`config.mk`:
```
export PLATFORM = sky130hd
export DESIGN_NAME = pft_cordic_cell
export DESIGN_NICKNAME = d
export VERILOG_FILES = /design/src/sv/pft_pkg.sv /design/src/sv/pft_cordic_cell.sv
export SDC_FILE = /design/constraint.sdc
export NUM_CORES = 1
export LEC_CHECK = 0
export ABC_AREA = 1
export BUFFER_PORTS_ARGS = -buffer_cell sky130_fd_sc_hd__buf_2
export CORE_ASPECT_RATIO = 0.75
export CORE_UTILIZATION = 35
export CTS_BUF_LIST = sky130_fd_sc_hd__clkbuf_4
export CTS_CLUSTER_SIZE = 10
export DETAILED_ROUTE_END_ITERATION = 10
export SLEW_MARGIN = 10
export SYNTH_ARGS = -nofsm -noshare
export SYNTH_HDL_FRONTEND = slang
export SYNTH_SLANG_ARGS = --single-unit
```
`constraint.sdc`:
```
create_clock -name clk_i -period 1.6 [get_ports clk_i]
set_clock_uncertainty 0.15 [all_clocks]
set_input_delay 0.08 -clock clk_i [delete_from_list [all_inputs] [get_ports clk_i]]
set_output_delay 0.08 -clock clk_i [all_outputs]
set_load 0.005 [all_outputs]
```
`src/sv/pft_pkg.sv`:
```
// ----------------------------------------------------------------------------
// pft_pkg
// Shared types and constants of the planar frame transform: rotator word
// widths, the arctangent table in 32-bit turn units and the function codes.
// ----------------------------------------------------------------------------
package pft_pkg;

  // Rotator datapath: Q2.30 coordinates with headroom, 32-bit turn angles
  localparam int COORD_W  = 34;
  localparam int COEF_W   = 32;
  localparam int TURN_W   = 32;
  localparam int ATAN_LEN = 24;

  // 1/K in Q2.30, K the limit gain of the rotator
  localparam logic signed [COORD_W-1:0] INV_GAIN = COORD_W'(652032874);

  // Pipeline depth of the rounded dot product unit
  localparam int DOT_LAT = 3;

  // Function select codes
  localparam logic FUNC_LOCAL_TO_WORLD = 1'b0;
  localparam logic FUNC_WORLD_TO_LOCAL = 1'b1;

  localparam logic [TURN_W-1:0] ATAN_TURNS [ATAN_LEN] = '{
    32'd536870912, 32'd316933406, 32'd167458907, 32'd85004756,
    32'd42667331,  32'd21354465,  32'd10679838,  32'd5340245,
    32'd2670163,   32'd1335087,   32'd667544,    32'd333772,
    32'd166886,    32'd83443,     32'd41722,     32'd20861,
    32'd10430,     32'd5215,      32'd2608,      32'd1304,
    32'd652,       32'd326,       32'd163,       32'd81
  };

  // Rotator state handed from cell to cell
  typedef struct packed {
    logic signed [COORD_W-1:0] x;
    logic signed [COORD_W-1:0] y;
    logic        [TURN_W-1:0]  z;
  } rot_t;

endpackage

```
`src/sv/pft_cordic_cell.sv`:
```
// ----------------------------------------------------------------------------
// pft_cordic_cell
// One micro-rotation of the cosine/sine rotator; carries the item's side data.
// ----------------------------------------------------------------------------
module pft_cordic_cell #(
  parameter int IDX    = 0,
  parameter int SIDE_W = 1
) (
  input  logic                clk_i,
  input  logic                rst_ni,
  input  logic                en_i,
  input  logic                valid_i,
  input  pft_pkg::rot_t       rot_i,
  input  logic [SIDE_W-1:0]   side_i,
  output logic                valid_o,
  output pft_pkg::rot_t       rot_o,
  output logic [SIDE_W-1:0]   side_o
);

  logic signed [pft_pkg::COORD_W-1:0] xs, ys;
  pft_pkg::rot_t                      rot_d, rot_q;
  logic                               valid_q;
  logic [SIDE_W-1:0]                  side_q;

  always_comb begin
    xs = rot_i.x >>> IDX;
    ys = rot_i.y >>> IDX;
    if (rot_i.z[pft_pkg::TURN_W-1]) begin
      rot_d.x = rot_i.x + ys;
      rot_d.y = rot_i.y - xs;
      rot_d.z = rot_i.z + pft_pkg::ATAN_TURNS[IDX];
    end else begin
      rot_d.x = rot_i.x - ys;
      rot_d.y = rot_i.y + xs;
      rot_d.z = rot_i.z - pft_pkg::ATAN_TURNS[IDX];
    end
  end

  always_ff @(posedge clk_i or negedge rst_ni) begin
    if (!rst_ni) begin
      valid_q <= 1'b0;
    end else if (en_i) begin
      valid_q <= valid_i;
    end
  end

  always_ff @(posedge clk_i) begin
    if (en_i) begin
      rot_q  <= rot_d;
      side_q <= side_i;
    end
  end

  assign valid_o = valid_q;
  assign rot_o   = rot_q;
  assign side_o  = side_q;

endmodule

```
==> metrics.txt <==
Layout Area Growth over Synthesis 61.3%; summed area of non-filler cells in the final layout 0.0170 sq mm; maximum level of the CTS H-tree 3; commonest cells in the netlist 455 x nand2_1, 242 x inv_1, 161 x nand3_1; x dimension of the die 202 um; Min Clock Period, post-route 1.63 ns; Syn. warnings 0; Cell Int Power 6410 uW; basic-gate share of the synthesized area counting and, or, nand and nor cells about a third; most common cell in the netlist nand2_1; per-cell via count in the routed design 4.94; die height approximately 150 um; post-synthesis compound-gate area fraction 12.3%; number of placement rows 54; total number of vias between 10000 and 15000; Starting Density 35.9%; vias in the first global route 11600; # DRC 0; top-area cell type share of the netlist area 28.5%; post-detailed-placement half-perimeter wirelength about 36000 um; total leakage power 0.00822 uW; crit path kind input pin to flop; transition at the pin with the smallest max-transition slack 1.04 ns; main flop type after synthesis edfxtp_1; leading post-synthesis cells by cell area edfxtp_1 29%, nand2_1 16%, ha_1 12%; average footprint of a synthesized cell ~6.7 sq um; Worst-Skew Late Latency 0.51 ns; share of power burned in the clock network ~15%; DR WL/cell 17.4 um; count of final hold-check violations 0; Max Fanout on Critical Path 4; root buffer selected by CTS clkbuf_4; die outline area 0.0308 sq mm; Worst slew margin 30.5%; proportion of layout cells with a drive suffix above 1 about 44%; peak ir drop on the vdd network 0.363 mV; detailed-route wire length 43500 um; total grt overflow 0; class of the most critical hold timing path input pin to flop; count of boundary I/O pins 207; async set-or-reset flop fraction in the synthesized netlist 0.990%; antenna violations before repair 3; number of enable-type register cells in the synthesized netlist 100; sw power 4470 uW; minimum setup slack in the final design -0.0289 ns; global placer's final weighted congestion 0.993; Post-DP Area around 0.015 sq mm; mux cell area share after synthesis 0.107%; arrival time reported for the critical path endpoint 1.75 ns; number of buffer cells added on primary ports ~200; library cell with the largest summed area after synthesis edfxtp_1; setup repair after global routing missed its margin yes; CTS tree built; switching fraction of total power 41.1%; critical path data required time 1.72 ns; 1st-pass router iterations 5; wire length of the first global-routing pass 64400 um; Max Clk Rate 614 MHz; overall global routing resource usage 27.2%; core outline area 0.0293 sq mm; net count of the finished layout 2319; kind of end point of the critical path flop; post-synthesis adder-cell area fraction about an eighth; power per unit of standard cell area about 640 mW/mm^2; kind of start point of the critical path input pin; Sequential Power Share 31.5%; combinational family with the most area after synthesis simple AND/OR/NAND/NOR gates; total of endpoints with negative setup slack in the final report 6; pins over their slew limit 0; hold_ws 0.109 ns; maximum number of pins on one net before global-route repair 33; FF+latch count, synth approximately 100; Clock transition at path regs 0.19 ns; share of power burned in combinational logic 53.5%; buffer depth of the longest clock path 2; number of antenna-violating nets in the routed design 0; post-synthesis instance area 0.0105 sq mm; fill cell count 2745; number of buffers inserted during clock tree synthesis 9; count of unique library cells instantiated by Yosys 42; Max-Cap Viols 0; DR iter-0 viols approximately 970; Sinks on Clock Net 101; sequential share of the synthesized area 28.8%; synthesized-area fraction occupied by xor and xnor cells under 10%; violations in the final reports setup timing; final critical-path share of the clock period 102%; outcome finished, violations left; Post-Synthesis Net Count 1788; number of standard cells after synthesis 1580
==> final cells by class <==
class	instances	area [sq um]	share of cell area [%]
Multi-Input combinational cell	1180	8060	47.5
Timing Repair Buffer	567	4170	24.5
Sequential cell	101	3030	17.8
Inverter	252	1080	6.34
Tap cell	392	490	2.89
Clock inverter	6	77.6	0.457
Clock buffer	10	75.1	0.442
Antenna cell	1	2.50	0.0147
==> placed cells by master (no fill, tap or decap), types with 12 or more instances in the layout <==
master | synthesis | layout
nand2_1 | 455 | 364
buf_4 | 19 | 301
buf_2 | 10 | 190
inv_1 | 242 | 182
nand3_1 | 161 | 136
edfxtp_1 | 100 | 100
nand2_2 | 11 | 76
a21oi_1 | 113 | 66
ha_1 | 99 | 66
nor2_1 | 125 | 62
o21ai_0 | 85 | 52
inv_2 | 10 | 45
dlygate4sd3_1 | 0 | 45
a21oi_2 | 4 | 40
nor2_4 | 1 | 40
ha_4 | 0 | 32
nor2_2 | 7 | 31
o21ai_1 | 11 | 28
nand3_2 | 1 | 23
nand2_4 | 0 | 20
xor2_1 | 23 | 20
buf_12 | 0 | 17
nand4_1 | 15 | 15
o21ai_2 | 1 | 12
==> worst paths after layout <==
kind,startpoint,end,slack [ns],cells past startpoint
max in group asynchronous,rst_ni,valid_o$_DFFE_PN0P_,1.00,3
max,rot_i[71],rot_o[59]$_DFFE_PP_,-0.03,14
min,rot_i[5],rot_o[5]$_DFFE_PP_,0.11,2
min in group asynchronous,rst_ni,valid_o$_DFFE_PN0P_,0.20,3
min reg2reg,valid_o$_DFFE_PN0P_,valid_o$_DFFE_PN0P_,0.92,2
max reg2reg,valid_o$_DFFE_PN0P_,valid_o$_DFFE_PN0P_,0.15,2
==> cells by family after synthesis <==
logic type | after synthesis
AO/OA/AOI/OAI | 242
AND/OR/NAND/NOR | 811
XOR/XNOR | 23
buffers and inverters | 299
multiplexers | 1
flip-flops | 101
adder cells (fa/ha/maj) | 103
==> per-layer routing <==
metal  vias to the layer above  part of all wire [%]  track usage (%)
li1                       6162                     -                -
met1                      5740                    51             43.2
met2                       472                    41             38.8
met3                        27                   7.8             3.64
met4                         0                  0.87             4.40
met5                         -                     0                0
==> registers in the layout, indices dropped and copies added, names as in the netlist <==
| register | count |
|---|---|
| rot_o | 99 |
| valid_o | 1 |
| side_o | 1 |
==> critical path, stage by stage <==
cell and delay, ns:
buf_2 0.13, ha_4 0.32, buf_12 0.14, inv_6 0.05
nand2_4 0.07, inv_2 0.06, a21oi_4 0.16, nand2_2 0.09
nand2_1 0.08, nand2_2 0.10, nand2_2 0.10, nand4_1 0.17
nand3_2 0.13, nand2_2 0.07
==> power groups by stage <==
stage	logic, uW	clock network, uW	registers (uW)
2_1_floorplan	2750	0	3510
3_3_place_gp	5090	0	3480
3_5_place_dp	5140	0	3490
4_1_cts	5290	1690	3430
5_1_grt	6290	1750	3450
6_report	5820	1630	3420
==> through the flow <==
stage / setup TNS, ns / instances / total power, uW / worst slack (ns) / utilization, %
4_1_cts: -0.0218 / 2487 / 10400 / -0.0218 / 54.5
2_1_floorplan: -4.88 / 1580 / 6260 / -0.166 / -
3_5_place_dp: -34.59 / 2426 / 8630 / -0.742 / 52.3
6_report: -0.102 / 2509 / 10900 / -0.0289 / 57.9
3_3_place_gp: -33.73 / 2426 / 8570 / -0.864 / 52.3
5_1_grt: -1.70 / 2509 / 11500 / -0.101 / 57.9
==> repair_timing <==
item / 4_1_cts / 5_1_grt
buffers inserted: 2 / 19
resized for setup: 17 / 230
setup endpoints to repair: 29 / 48
endpoints found under the hold margin: 56 / 15
pin swaps: 2 / 72
hold buffers: 43 / 2
gates cloned: 0 / 0
No activity file was read; power rests on OpenSTA's default activity.
